## config.mk

```make
export PLATFORM = sky130hd
export DESIGN_NAME = arp_neighbor_cache_core
export DESIGN_NICKNAME = d
export VERILOG_FILES = /design/src/hdl/arp_pkg.sv /design/src/hdl/arp_ram.sv /design/src/hdl/arp_ctrl.sv /design/src/hdl/arp_dpath.sv /design/src/hdl/arp_neighbor_cache_core.sv
export SDC_FILE = /design/constraint.sdc
export NUM_CORES = 1
export LEC_CHECK = 0
export BUFFER_PORTS_ARGS = -buffer_cell sky130_fd_sc_hd__buf_2
export CORE_MARGIN = 5
export CORE_UTILIZATION = 50
export CTS_BUF_LIST = sky130_fd_sc_hd__clkbuf_4 sky130_fd_sc_hd__clkbuf_8
export CTS_CLUSTER_DIAMETER = 150
export DETAILED_ROUTE_END_ITERATION = 12
export GPL_TIMING_DRIVEN = 0
export PLACE_DENSITY = 0.77
export SLEW_MARGIN = 10
export SYNTH_ARGS = -nofsm -noshare
export SYNTH_HDL_FRONTEND = slang
export SYNTH_HIERARCHICAL = 1
export SYNTH_SLANG_ARGS = --single-unit
```

## constraint.sdc

```tcl
create_clock -name clk -period 11.8 [get_ports clk]
set_clock_uncertainty 0.15 [all_clocks]
set_input_delay 1.18 -clock clk [delete_from_list [all_inputs] [get_ports clk]]
set_output_delay 1.18 -clock clk [all_outputs]
set_load 0.03 [all_outputs]
```

## src/hdl/arp_pkg.sv

```systemverilog
// shared constants, codes and command type for the arp neighbor cache
package arp_pkg;

  localparam int IP_W       = 32;
  localparam int MAC_W      = 48;
  localparam int SLOT_W     = 3;
  localparam int CFG_IDX_W  = 2;
  localparam int CFG_DATA_W = 32;

  localparam int ENTRIES_DEF = 8;

  // register reset values
  localparam logic [IP_W-1:0] LOCAL_IP_RST    = 32'hC0A8_00FA;
  localparam logic [IP_W-1:0] GATEWAY_IP_RST  = 32'hC0A8_0001;
  localparam logic [IP_W-1:0] SUBNET_MASK_RST = 32'hFFFF_FF00;

  // register indexes
  localparam logic [CFG_IDX_W-1:0] REG_LOCAL_IP    = 2'd0;
  localparam logic [CFG_IDX_W-1:0] REG_GATEWAY_IP  = 2'd1;
  localparam logic [CFG_IDX_W-1:0] REG_SUBNET_MASK = 2'd2;

  // operation codes
  localparam logic OP_LEARN   = 1'b0;
  localparam logic OP_RESOLVE = 1'b1;

  // controller to datapath commands
  typedef struct packed {
    logic load;    // capture a new transaction
    logic check;   // compare the entry read last cycle
    logic finish;  // write back and present the result
  } cmd_t;

endpackage

```

## src/hdl/arp_ram.sv

```systemverilog
// generic single write port ram with registered read
module arp_ram #(
  parameter int WIDTH = 32,
  parameter int DEPTH = 8,
  localparam int AW = (DEPTH > 1) ? $clog2(DEPTH) : 1
) (
  input  logic             clk,
  input  logic             we,
  input  logic [AW-1:0]    waddr,
  input  logic [WIDTH-1:0] wdata,
  input  logic [AW-1:0]    raddr,
  output logic [WIDTH-1:0] rdata
);

  logic [WIDTH-1:0] mem [DEPTH];

  always_ff @(posedge clk) begin
    if (we) begin
      mem[waddr] <= wdata;
    end
    rdata <= mem[raddr];
  end

endmodule

```

## src/hdl/arp_ctrl.sv

```systemverilog
// controller: sequences the slot scan and the write-back
module arp_ctrl #(
  parameter int ENTRIES = arp_pkg::ENTRIES_DEF,
  localparam int IW = (ENTRIES > 1) ? $clog2(ENTRIES) : 1
) (
  input  logic          clk,
  input  logic          rst,
  input  logic          start,
  input  logic          hit,
  output logic          busy,
  output arp_pkg::cmd_t cmd,
  output logic [IW-1:0] rd_idx,
  output logic [IW-1:0] chk_idx
);

  localparam logic [1:0] ST_IDLE   = 2'd0;
  localparam logic [1:0] ST_SCAN   = 2'd1;
  localparam logic [1:0] ST_FINISH = 2'd2;

  localparam logic [IW-1:0] LAST = IW'(ENTRIES - 1);

  logic [1:0]    state, state_next;
  logic [IW-1:0] rd_idx_next, chk_idx_next;
  logic          chk_on, chk_on_next;

  always_comb begin
    state_next   = state;
    rd_idx_next  = rd_idx;
    chk_idx_next = chk_idx;
    chk_on_next  = chk_on;
    cmd          = '0;
    unique case (state)
      ST_IDLE: begin
        if (start) begin
          cmd.load    = 1'b1;
          rd_idx_next = '0;
          chk_on_next = 1'b0;
          state_next  = ST_SCAN;
        end
      end
      ST_SCAN: begin
        cmd.check    = chk_on;
        chk_idx_next = rd_idx;
        chk_on_next  = 1'b1;
        if (rd_idx != LAST) begin
          rd_idx_next = rd_idx + 1'b1;
        end
        if (chk_on && (hit || chk_idx == LAST)) begin
          state_next = ST_FINISH;
        end
      end
      ST_FINISH: begin
        cmd.finish = 1'b1;
        state_next = ST_IDLE;
      end
      default: begin
        state_next = ST_IDLE;
      end
    endcase
  end

  always_ff @(posedge clk) begin
    if (rst) begin
      state  <= ST_IDLE;
      chk_on <= 1'b0;
    end else begin
      state  <= state_next;
      chk_on <= chk_on_next;
    end
    rd_idx  <= rd_idx_next;
    chk_idx <= chk_idx_next;
  end

  assign busy = (state != ST_IDLE);

endmodule

```

## src/hdl/arp_dpath.sv

```systemverilog
// datapath: config registers, entry stores, compare and result registers
module arp_dpath #(
  parameter int ENTRIES = arp_pkg::ENTRIES_DEF,
  localparam int IW = (ENTRIES > 1) ? $clog2(ENTRIES) : 1
) (
  input  logic                           clk,
  input  logic                           rst,
  input  arp_pkg::cmd_t                  cmd,
  input  logic [IW-1:0]                  rd_idx,
  input  logic [IW-1:0]                  chk_idx,
  output logic                           hit,
  input  logic                           op,
  input  logic [arp_pkg::IP_W-1:0]       ip_addr,
  input  logic [arp_pkg::MAC_W-1:0]      mac_addr,
  input  logic                           cfg_we,
  input  logic [arp_pkg::CFG_IDX_W-1:0]  cfg_index,
  input  logic [arp_pkg::CFG_DATA_W-1:0] cfg_data,
  output logic                           done,
  output logic                           found,
  output logic [arp_pkg::MAC_W-1:0]      mac_out,
  output logic [arp_pkg::IP_W-1:0]       next_hop,
  output logic [arp_pkg::SLOT_W-1:0]     slot
);

  logic [arp_pkg::IP_W-1:0]  local_ip, gateway_ip, subnet_mask;
  logic                      op_q;
  logic [arp_pkg::IP_W-1:0]  target;
  logic [arp_pkg::MAC_W-1:0] mac_q, mac_hit;
  logic                      hit_q, free_found;
  logic [IW-1:0]             hit_idx, free_idx, wslot;
  logic [ENTRIES-1:0]        valid;
  logic [arp_pkg::IP_W-1:0]  ip_rdata;
  logic [arp_pkg::MAC_W-1:0] mac_rdata;
  logic                      learn_wr;
  logic [arp_pkg::IP_W-1:0]  hop_sel;
  logic [IW+arp_pkg::SLOT_W-1:0] slot_ext;

  // config registers
  always_ff @(posedge clk) begin
    if (rst) begin
      local_ip    <= arp_pkg::LOCAL_IP_RST;
      gateway_ip  <= arp_pkg::GATEWAY_IP_RST;
      subnet_mask <= arp_pkg::SUBNET_MASK_RST;
    end else if (cfg_we) begin
      unique case (cfg_index)
        arp_pkg::REG_LOCAL_IP:    local_ip    <= cfg_data;
        arp_pkg::REG_GATEWAY_IP:  gateway_ip  <= cfg_data;
        arp_pkg::REG_SUBNET_MASK: subnet_mask <= cfg_data;
        default: ;
      endcase
    end
  end

  // next hop: destination on learn or when on-link, else gateway
  always_comb begin
    if (op == arp_pkg::OP_LEARN) begin
      hop_sel = ip_addr;
    end else if ((ip_addr & subnet_mask) == (local_ip & subnet_mask)) begin
      hop_sel = ip_addr;
    end else begin
      hop_sel = gateway_ip;
    end
  end

  assign hit      = cmd.check && valid[chk_idx] && (ip_rdata == target);
  assign wslot    = hit_q ? hit_idx : (free_found ? free_idx : '0);
  assign learn_wr = cmd.finish && (op_q == arp_pkg::OP_LEARN);
  assign slot_ext = {{arp_pkg::SLOT_W{1'b0}}, wslot};

  always_ff @(posedge clk) begin
    if (cmd.load) begin
      op_q       <= op;
      target     <= hop_sel;
      mac_q      <= mac_addr;
      hit_q      <= 1'b0;
      free_found <= 1'b0;
    end else if (cmd.check) begin
      if (hit) begin
        hit_q   <= 1'b1;
        hit_idx <= chk_idx;
        mac_hit <= mac_rdata;
      end
      if (!valid[chk_idx] && !free_found) begin
        free_found <= 1'b1;
        free_idx   <= chk_idx;
      end
    end
  end

  always_ff @(posedge clk) begin
    if (rst) begin
      valid <= '0;
    end else if (learn_wr) begin
      valid[wslot] <= 1'b1;
    end
  end

  arp_ram #(.WIDTH(arp_pkg::IP_W), .DEPTH(ENTRIES)) u_ip_ram (
    .clk   (clk),
    .we    (learn_wr && !hit_q),
    .waddr (wslot),
    .wdata (target),
    .raddr (rd_idx),
    .rdata (ip_rdata)
  );

  arp_ram #(.WIDTH(arp_pkg::MAC_W), .DEPTH(ENTRIES)) u_mac_ram (
    .clk   (clk),
    .we    (learn_wr),
    .waddr (wslot),
    .wdata (mac_q),
    .raddr (rd_idx),
    .rdata (mac_rdata)
  );

  // result registers
  always_ff @(posedge clk) begin
    if (rst) begin
      done <= 1'b0;
    end else begin
      done <= cmd.finish;
    end
    if (cmd.finish) begin
      found    <= hit_q;
      next_hop <= target;
      if (op_q == arp_pkg::OP_LEARN) begin
        mac_out <= '0;
        slot    <= slot_ext[arp_pkg::SLOT_W-1:0];
      end else if (hit_q) begin
        mac_out <= mac_hit;
        slot    <= slot_ext[arp_pkg::SLOT_W-1:0];
      end else begin
        mac_out <= '0;
        slot    <= '0;
      end
    end
  end

endmodule

```

## src/hdl/arp_neighbor_cache_core.sv

```systemverilog
// top level of the arp neighbor cache: controller plus datapath
//
//   channel   handshake             payload
//   --------  --------------------  -----------------------------------------
//   request   start / busy          op, ip_addr, mac_addr
//   result    done (one cycle)      found, mac_out, next_hop, slot
//   config    cfg_we                cfg_index, cfg_data
//
// a request transaction is taken when start is high and busy is low
// the slots are scanned one per cycle through the registered read of the
// entry rams; the scan stops at the first hit or after the last slot (miss),
// after which busy falls and the next transaction can be taken
// the result shows for exactly one cycle with done; the receiver cannot stall
// rst (synchronous, active high) clears all valid bits and loads the register
// reset values; entry contents need no clearing
module arp_neighbor_cache_core #(
  parameter int ENTRIES = arp_pkg::ENTRIES_DEF,
  localparam int IW = (ENTRIES > 1) ? $clog2(ENTRIES) : 1
) (
  input  logic                           clk,
  input  logic                           rst,
  // request
  input  logic                           start,
  output logic                           busy,
  input  logic                           op,
  input  logic [arp_pkg::IP_W-1:0]       ip_addr,
  input  logic [arp_pkg::MAC_W-1:0]      mac_addr,
  // configuration
  input  logic                           cfg_we,
  input  logic [arp_pkg::CFG_IDX_W-1:0]  cfg_index,
  input  logic [arp_pkg::CFG_DATA_W-1:0] cfg_data,
  // result
  output logic                           done,
  output logic                           found,
  output logic [arp_pkg::MAC_W-1:0]      mac_out,
  output logic [arp_pkg::IP_W-1:0]       next_hop,
  output logic [arp_pkg::SLOT_W-1:0]     slot
);

  arp_pkg::cmd_t cmd;
  logic [IW-1:0] rd_idx;   // slot being read
  logic [IW-1:0] chk_idx;  // slot whose data is being compared
  logic          hit;

  // sequencing: idle, scan slots, write back and present result
  arp_ctrl #(.ENTRIES(ENTRIES)) u_ctrl (
    .clk     (clk),
    .rst     (rst),
    .start   (start),
    .hit     (hit),
    .busy    (busy),
    .cmd     (cmd),
    .rd_idx  (rd_idx),
    .chk_idx (chk_idx)
  );

  // registers, entry stores and next-hop selection
  arp_dpath #(.ENTRIES(ENTRIES)) u_dpath (
    .clk       (clk),
    .rst       (rst),
    .cmd       (cmd),
    .rd_idx    (rd_idx),
    .chk_idx   (chk_idx),
    .hit       (hit),
    .op        (op),
    .ip_addr   (ip_addr),
    .mac_addr  (mac_addr),
    .cfg_we    (cfg_we),
    .cfg_index (cfg_index),
    .cfg_data  (cfg_data),
    .done      (done),
    .found     (found),
    .mac_out   (mac_out),
    .next_hop  (next_hop),
    .slot      (slot)
  );

endmodule

```

==> results of run 1 <==
-- layout by cell type, fill, tap and decap left out, types with 13 or more instances in the layout --
cell type,n
edfxtp_1,865
buf_2,222
nand2_1,201
dfxtp_1,190
clkbuf_8,175
mux4_2,119
mux2_4,70
a21oi_1,63
xor2_1,63
clkbuf_4,55
clkbuf_1,53
and3_1,48
mux4_1,43
mux2_2,42
nand3b_1,42
clkinv_1,26
clkinv_2,23
buf_12,21
buf_4,21
nor2_1,15
diode_2,14
buf_6,14
nor2_4,13
-- registers in the layout (all words and copies together), names as in the netlist, 2 cells and up --
name / flops
u_dpath/u_ip_ram/rdata: 32
u_dpath/mac_out: 48
u_dpath/valid: 8
u_dpath/u_mac_ram/mem: 384
u_dpath/slot: 3
u_ctrl/chk_idx: 3
u_dpath/u_mac_ram/rdata: 48
u_dpath/gateway_ip: 32
u_dpath/local_ip: 32
u_dpath/subnet_mask: 32
u_ctrl/state: 2
u_dpath/free_idx: 3
u_dpath/mac_hit: 48
u_dpath/mac_q: 48
u_dpath/hit_idx: 3
u_dpath/target: 32
u_ctrl/rd_idx: 3
u_dpath/next_hop: 32
u_dpath/u_ip_ram/mem: 256
-- final timing paths --
path	end	depth (start not counted)
max	u_dpath/u_mac_ram/mem[4][36]$_DFFE_PP_	8
max reg2reg	u_dpath/u_mac_ram/mem[4][36]$_DFFE_PP_	8
min	u_dpath/mac_hit[47]$_DFFE_PP_	0
min reg2reg	u_dpath/mac_hit[47]$_DFFE_PP_	0
-- metal layers --
| metal | vias up | GRT usage [%] | share of wire (%) |
|---|---|---|---|
| li1 | 8555 | - | - |
| met1 | 10070 | 28.20 | 40 |
| met2 | 864 | 33.50 | 49 |
| met3 | 165 | 5.970 | 9.0 |
| met4 | 14 | 6.548 | 2.4 |
| met5 | - | 0 | 0.096 |
-- stage by stage --
| stage | setup TNS, ns | util, % | total power, mW | cell area, um2 | std cells |
|---|---|---|---|---|---|
| after floorplan | 0 | - | 4.576 | 38640 | 1950 |
| after global placement | -559.47 | 53.13 | 4.723 | 40960 | 3194 |
| after detailed placement | 0 | 54.32 | 4.743 | 41870 | 3245 |
| after CTS | 0 | 58.81 | 7.866 | 45330 | 3545 |
| after global routing | 0 | 58.83 | 8.096 | 45350 | 3553 |
| final | 0 | 58.85 | 7.797 | 45370 | 3559 |
-- where the power goes --
group / internal, mW / total, mW / switching [mW] / leakage (nW)
logic: 0.244 / 0.474 / 0.230 / 4.67
registers: 4.12 / 4.19 / 0.0702 / 9.38
clock network: 1.73 / 3.13 / 1.41 / 1.83
-- synth_stat cells (18+ instances only) --
library cell and count:
edfxtp_1 865, nand2_1 201, dfxtp_1 190, mux4_2 119
mux2_4 70, a21oi_1 63, xor2_1 63, clkbuf_1 53
and3_1 48, mux4_1 43, mux2_2 42, nand3b_1 42
nor2_1 28, buf_2 18
-- logic make-up (layout without fill, tap and decap cells) --
| family | after synthesis | count (layout) | share of synthesized area [%] |
|---|---|---|---|
| DFF | 1055 | 1055 | 77.08 |
| and+or+nand+nor | 364 | 364 | 4.599 |
| muxes | 276 | 276 | 13.86 |
| buffers and inverters | 98 | 653 | 1.503 |
| AOI/OAI and AO/OA | 91 | 91 | 1.451 |
| xor gates and xnor gates | 64 | 64 | 1.451 |
| adders and majority gates | 2 | 2 | 0.06476 |
| other | 0 | 14 | 0 |
-- final cells by class --
| cell class | instances | area [um2] | share of cell area (%) |
|---|---|---|---|
| Antenna cell | 14 | 35.03 | 0.07722 |
| Buffer | 91 | 554.3 | 1.222 |
| Clock buffer | 230 | 2821 | 6.219 |
| Clock inverter | 70 | 639.4 | 1.409 |
| Inverter | 7 | 26.28 | 0.05792 |
| Multi-Input combinational cell | 797 | 8402 | 18.52 |
| Sequential cell | 1055 | 29780 | 65.64 |
| Tap cell | 1040 | 1301 | 2.868 |
| Timing Repair Buffer | 255 | 1809 | 3.988 |
==> flow_summary.toml, run 1 <==
[run_status]
run_status = "completed"

[sta]
max_freq_mhz = 249.4
rsz0062_at_grt = "false"
relSlewSlack_pct = 29.40
drv_slew = 0
fin_crit_ns = 4.009
hold_violations = 0
layout_setup_ws_ns = 7.791
worst_pin_slew_ns = 1.059
hold_slack_ns = 0.2386
timing.final.crit_share_pct = 33.98
setup_violations = 0

[logic_synthesis]
ys_seq_area_share_pct = 77.08
async_reset_ff_share_pct = 0
synth_area_mm2 = 0.03864
yosys_warnings = 6
synth_cell_types = 46
synth_top_area_share_pct = 67.23
synth-edff-count = 865
synth_top_cell_by_area = "edfxtp_1"
post_synth.cell_area_avg_um2 = 19.81
synth_flop_cell = "edfxtp_1"
synthTopCellsByArea = "edfxtp_1 (67%), dfxtp_1 (9.8%), mux4_2 (6.9%)"
synthCells = 1950
synth-seq-cells = 1055
synth_nets = 2071

[critical_path]
path_cells = "clkbuf_1 -> nor2b_1 -> a21boi_1 -> inv_1 -> nor3_2 -> buf_4 -> buf_4 -> buf_4"
crit_family = "buffers and inverters"
critPathArrivalTime_ns = 4.34
cp-startpoint = "u_dpath/hit_q$_SDFFE_PP0P_"
rrSetupSlack_ns = 7.79
reg2reg_from = "u_dpath/hit_q$_SDFFE_PP0P_"
worst_setup_path_start_kind = "flip-flop"
cp.required_ns = 12.13
path_max_fanout = 12
path_common_cell = "buf_4"
slowest_stage = "nor3_2"
critPathCaptureType = "flip-flop"
cpPeakStageDelay_ns = 0.75
crit_buf_inv = 5
critPathKind = "flip-flop to flip-flop"

[floorplanning]
core-area_mm2 = 0.07708
row_count = 102
io_pins = 205
die-area_mm2 = 0.08293
die_x_um = 288.0
initial_core_util_pct = 50.12
die_y_um = 288.0

[hold_path]
min-delay-start = "u_dpath/u_mac_ram/rdata[47]$_DFF_P_"
min_path_type = "flip-flop to flip-flop"

[clocking]
clk_path_buf_depth = 3
cts-root-buf = "clkbuf_8"
cts_tree = "yes"
cts_buffers = 161
path_clk_slew_ns = 0.06
post_cts_buffers = 0
ctsResizeCount = 0
hold_buffers = 0
htree_num_levels = 4
clk_latency_ns = 0.82
cts_sinks = 1055

[grt]
antenna_found_initial = 23
grtUsageTotal_pct = 20.93
grt_pass1_wl_um = 128500
grt_overflow = 0
first_global_vias = 20490
grt_start_max_net_pins = 36

[route]
routedWlPerCell_um = 24.40
drt-total-wl_um = 86840
vias_per_cell = 5.525
num_vias = 19660
dr.pass1.iters = 7
drt_iter0_drc = 1870
antenna_left = 0
drc = 0

[pwr]
vdd_drop_max_mv = 0.1342
p_leak_nw = 15.89
power.density_mw_per_mm2 = 171.9

[final_layout]
final_layout_size_suffix_gt1_share_pct = 32.89
fillers = 5475
area_growth_pct = 17.42
nets = 2489

[placement]
hpwl_um = 57810
place_ws_ns = 7.804
place_congestion = 0.9330
io_buffers = 204

[flow_run]
maxCapViolCount = 0
No activity file was read; power rests on OpenSTA's default activity.
==> run 2: changes to the inputs <==
==> constraint.sdc (replaced) <==
create_clock -name clk -period 4.05 [get_ports clk]
set_clock_uncertainty 0.15 [all_clocks]
set_input_delay 0.405 -clock clk [delete_from_list [all_inputs] [get_ports clk]]
set_output_delay 0.405 -clock clk [all_outputs]
set_load 0.03 [all_outputs]
==> flow_summary.toml, run 2 (same netlist as run 1, synthesis figures left out) <==
[final_layout]
regMostFlops = "u_dpath/u_mac_ram/mem"
nets = 2599
layout_common_cells = "edfxtp_1 (865), buf_2 (222), nand2_1 (201)"
final_layout_size_suffix_gt1_share_pct = 31.02
mostFrequentLayoutCell = "edfxtp_1"
fillers = 5272
largest_reg_flops = 384
reg.largest.list = "u_dpath/u_mac_ram/mem: 384 flops, u_dpath/u_ip_ram/mem: 256 flops"
area_growth_pct = 20.62
final_core_util_pct = 60.45

[critical_path]
critPathArrivalTime_ns = 4.16
cp.required_ns = 4.41
critPathCaptureType = "flip-flop"
critPathKind = "flip-flop to flip-flop"
rrSetupSlack_ns = 0.25
worst_setup_path_start_kind = "flip-flop"
path_max_fanout = 10

[floorplanning]
core-area_mm2 = 0.07708
row_count = 102
io_pins = 205
initial_core_util_pct = 50.12
die_x_um = 288.0
die_y_um = 288.0
die-area_mm2 = 0.08293

[sta]
rsz0062_at_grt = "false"
drv_slew = 0
setup_violations = 0
worst_pin_slew_ns = 1.046
max_freq_mhz = 263.1
hold_slack_ns = 0.1211
relSlewSlack_pct = 30.24
timing.final.crit_share_pct = 93.84
hold_violations = 0
fin_crit_ns = 3.801

[grt]
grt_start_max_net_pins = 51
grt_pass1_wl_um = 131700
grtUsageTotal_pct = 21.41
antenna_found_initial = 20
grt_overflow = 0
first_global_vias = 20920

[clocking]
clk_latency_ns = 0.83
post_cts_buffers = 0
cts-root-buf = "clkbuf_8"
cts_buffers = 162
clk_path_buf_depth = 3
htree_num_levels = 4
hold_buffers = 120
ctsResizeCount = 0
cts_sinks = 1055
path_clk_slew_ns = 0.06
cts_tree = "yes"

[pwr]
power_mw = 22.80
vdd_drop_max_mv = 0.3321
p_leak_nw = 16.32
power.density_mw_per_mm2 = 489.3

[hold_path]
min_path_type = "input port to flip-flop"

[run_status]
run_status = "completed"

[route]
antenna_left = 0
drt-total-wl_um = 88700
num_vias = 20190
drc = 0
dr.pass1.iters = 5
routedWlPerCell_um = 24.16
drt_iter0_drc = 1950
vias_per_cell = 5.498

[placement]
hpwl_um = 57620
place_congestion = 0.9081
io_buffers = 204

[flow_run]
maxCapViolCount = 0
run 2: changes by cell type in the layout (fill, tap and decap cells not counted), sizes merged:
cell         previous run  this run
clkbuf                283       276
clkinvlp                2         4
inv                    15        19
dlygate4sd3             0       120
clkinv                 53        61
buf                   293       282
bufinv                  7         4
run 2: path summary, 6_finish.rpt:
path / start / end / cells after the start
hold / removal: mac_addr[32] / u_dpath/mac_q[32]$_DFFE_PP_ / 2
setup / recovery: u_dpath/target[11]$_DFFE_PP_ / u_dpath/mac_hit[7]$_DFFE_PP_ / 8
hold reg to reg: u_dpath/u_mac_ram/rdata[33]$_DFF_P_ / u_dpath/mac_hit[33]$_DFFE_PP_ / 0
setup reg to reg: u_dpath/target[11]$_DFFE_PP_ / u_dpath/mac_hit[7]$_DFFE_PP_ / 8
run 2: per-stage QoR:
step                      setup WS (ns)  setup TNS (ns)  cells  instance area [um2]
after floorplan                  -1.938          -98.81   1950                38700
after global placement           -6.146        -1635.76   3194                41020
after detailed placement         0.3066               0   3234                41910
after CTS                        0.2338               0   3658                46570
after global routing             0.1122               0   3665                46580
final                            0.2493               0   3672                46600
run 2: area by class of cell:
type                       count  area, um2  area share (%)
sequential                  1055      29780           63.90
multi-input combinational    797       8431           18.09
timing repair buffer         364       3019           6.479
clock buffer                 223       2769           5.942
tap                         1040       1301           2.792
clock inverter                81      686.9           1.474
buffer                        91      554.3           1.189
antenna                       14      35.03         0.07518
inverter                       7      26.28         0.05638
run 2: power by group:
group / total, mW / leakage (nW) / switching (mW) / internal [mW]
Clock: 9.11 / 1.82 / 4.27 / 4.84
Sequential: 12.2 / 9.38 / 0.204 / 12.0
Combinational: 1.49 / 5.12 / 0.706 / 0.782
run 2: worst max-delay path, stage by stage (launching register included):
cell and delay (ns):
edfxtp_1 0.57, xor2_1 0.21, nor4_1 0.49, nand3_1 0.25, or4_4 0.61, nor3b_2 0.48, buf_4 0.31, buf_8 0.18
buf_4 0.22
run 2: per-layer routing:
layer / wire length (um) / up-vias / global-route usage [%]
li1: - / 8778 / -
met5: 84 / - / 0
met1: 34760 / 10250 / 28.87
met4: 2262 / 12 / 6.681
met2: 43890 / 988 / 34.77
met3: 7707 / 165 / 5.416
==> run 3: changes to the inputs <==
--- a/config.mk
+++ b/config.mk
@@ -13,6 +13,7 @@
 export DETAILED_ROUTE_END_ITERATION = 12
 export GPL_TIMING_DRIVEN = 0
 export PLACE_DENSITY = 0.77
+export RECOVER_POWER = 25
 export SLEW_MARGIN = 10
 export SYNTH_ARGS = -nofsm -noshare
 export SYNTH_HDL_FRONTEND = slang
==> flow_summary.toml, run 3 (same netlist as run 1, synthesis figures left out) <==
[hold_path]
min_path_type = "input port to flip-flop"

[placement]
place_congestion = 0.9081
placed_area_mm2 = 0.04191
io_buffers = 204
hpwl_um = 57620

[pwr]
power.internal_mw = 17.62
clock_power_share_pct = 39.9
pwr-share-seq_pct = 53.6
comb_power_share_pct = 6.5
power_mw = 22.80
switching_share_pct = 22.71
vdd_drop_max_mv = 0.3320
p_leak_nw = 16.27
power.density_mw_per_mm2 = 489.5
p_sw_mw = 5.178

[floorplanning]
core-area_mm2 = 0.07708
io_pins = 205
die_x_um = 288.0
initial_core_util_pct = 50.12
die_y_um = 288.0
die-area_mm2 = 0.08293
row_count = 102

[critical_path]
worst_setup_path_start_kind = "flip-flop"
critPathArrivalTime_ns = 4.12
crit_buf_inv = 3
path_cells = "xor2_1 -> nor4_1 -> nand3_1 -> or4_4 -> nor3b_2 -> buf_4 -> buf_8 -> buf_4"
crit_family = "simple AND/OR/NAND/NOR gates"
cp.required_ns = 4.40
critPathKind = "flip-flop to flip-flop"
path_common_cell = "buf_4"
path_max_fanout = 10
critPathCaptureType = "flip-flop"
cpPeakStageDelay_ns = 0.61
slowest_stage = "or4_4"

[final_layout]
reg.largest.list = "u_dpath/u_mac_ram/mem: 384 flops, u_dpath/u_ip_ram/mem: 256 flops"
fin_area_mm2 = 0.04658
nets = 2599
area_growth_pct = 20.55
layout_common_cells = "edfxtp_1 (865), buf_2 (202), nand2_1 (201)"
final_layout_size_suffix_gt1_share_pct = 30.29
mostFrequentLayoutCell = "edfxtp_1"
regMostFlops = "u_dpath/u_mac_ram/mem"
largest_reg_flops = 384

[grt]
grtUsageTotal_pct = 21.41
grt_pass1_wl_um = 131700
first_global_vias = 20920
antenna_found_initial = 20
grt_overflow = 0
grt_start_max_net_pins = 51

[sta]
setup_violations = 0
drv_slew = 0
fin_crit_ns = 3.767
rsz0062_at_grt = "false"
timing.final.crit_share_pct = 93.01
hold_violations = 0
setup_tns_ns = 0
max_freq_mhz = 265.5
worst_pin_slew_ns = 1.026
relSlewSlack_pct = 31.60

[clocking]
htree_num_levels = 4
clk_path_buf_depth = 3
hold_buffers = 120
cts_buffers = 162
post_cts_buffers = 0
ctsResizeCount = 0
path_clk_slew_ns = 0.06
cts_tree = "yes"
cts-root-buf = "clkbuf_8"
clk_latency_ns = 0.83
cts_sinks = 1055

[route]
num_vias = 20210
dr.pass1.iters = 5
antenna_left = 0
vias_per_cell = 5.505
drc = 0
routedWlPerCell_um = 24.20
drt_iter0_drc = 2039
drt-total-wl_um = 88880

[run_status]
run_status = "completed"

[flow_run]
maxCapViolCount = 0
run 3: cell types whose count changed in the layout (fill, tap and decap cells not counted):
cell / before / now
clkbuf_2: 0 / 1
buf_2: 222 / 202
clkbuf_1: 53 / 72
run 3: area by class of cell:
type,instances,area (um2)
multi-input combinational,797,8431
buffer,91,554.3
antenna,14,35.03
inverter,7,26.28
tap,1040,1301
clock buffer,223,2769
clock inverter,81,686.9
sequential,1055,29780
timing repair buffer,364,2995
fill,5286,30510
run 3: routing by layer:
layer	vias to the layer above	global-route usage (%)	routed length (um)
met5	-	0	84
met2	957	34.77	44000
met3	165	5.416	7317
met4	12	6.681	2274
li1	8771	-	-
met1	10310	28.87	35200
run 3: final timing paths:
kind / from / end / slack (ns) / cells past startpoint
worst min-delay path: mac_addr[32] / u_dpath/mac_q[32]$_DFFE_PP_ / 0.12 / 2
worst max-delay path: u_dpath/target[11]$_DFFE_PP_ / u_dpath/mac_hit[7]$_DFFE_PP_ / 0.28 / 8
worst min register to register: u_dpath/u_mac_ram/rdata[33]$_DFF_P_ / u_dpath/mac_hit[33]$_DFFE_PP_ / 0.24 / 0
worst max register to register: u_dpath/target[11]$_DFFE_PP_ / u_dpath/mac_hit[7]$_DFFE_PP_ / 0.28 / 8
run 3: worst reg2reg max path, stage by stage, from the launching register on:
cell      delay, ns
edfxtp_1       0.57
xor2_1         0.22
nor4_1         0.49
nand3_1        0.25
or4_4          0.61
nor3b_2        0.46
buf_4          0.30
buf_8          0.17
buf_4          0.22
run 3: through the flow:
stage | setup WS [ns] | util (%) | hold slack (ns) | instances
final | 0.2833 | 60.42 | 0.1217 | 3672
after global routing | 0.1122 | 60.40 | 0.06783 | 3665
after CTS | 0.2338 | 60.41 | 0.02883 | 3658
after detailed placement | 0.3066 | 54.37 | 0.2387 | 3234
after global placement | -6.146 | 53.21 | 0.2366 | 3194
after floorplan | -1.938 | - | 0.2355 | 1950
run 3: power groups by stage:
stage	combinational [mW]	sequential, mW	clock [mW]
after global placement	1.34	12.4	0
final	1.48	12.2	9.10
after global routing	1.58	12.2	9.84
after CTS	1.49	12.2	9.28
after floorplan	0.975	12.4	0
after detailed placement	1.38	12.4	0
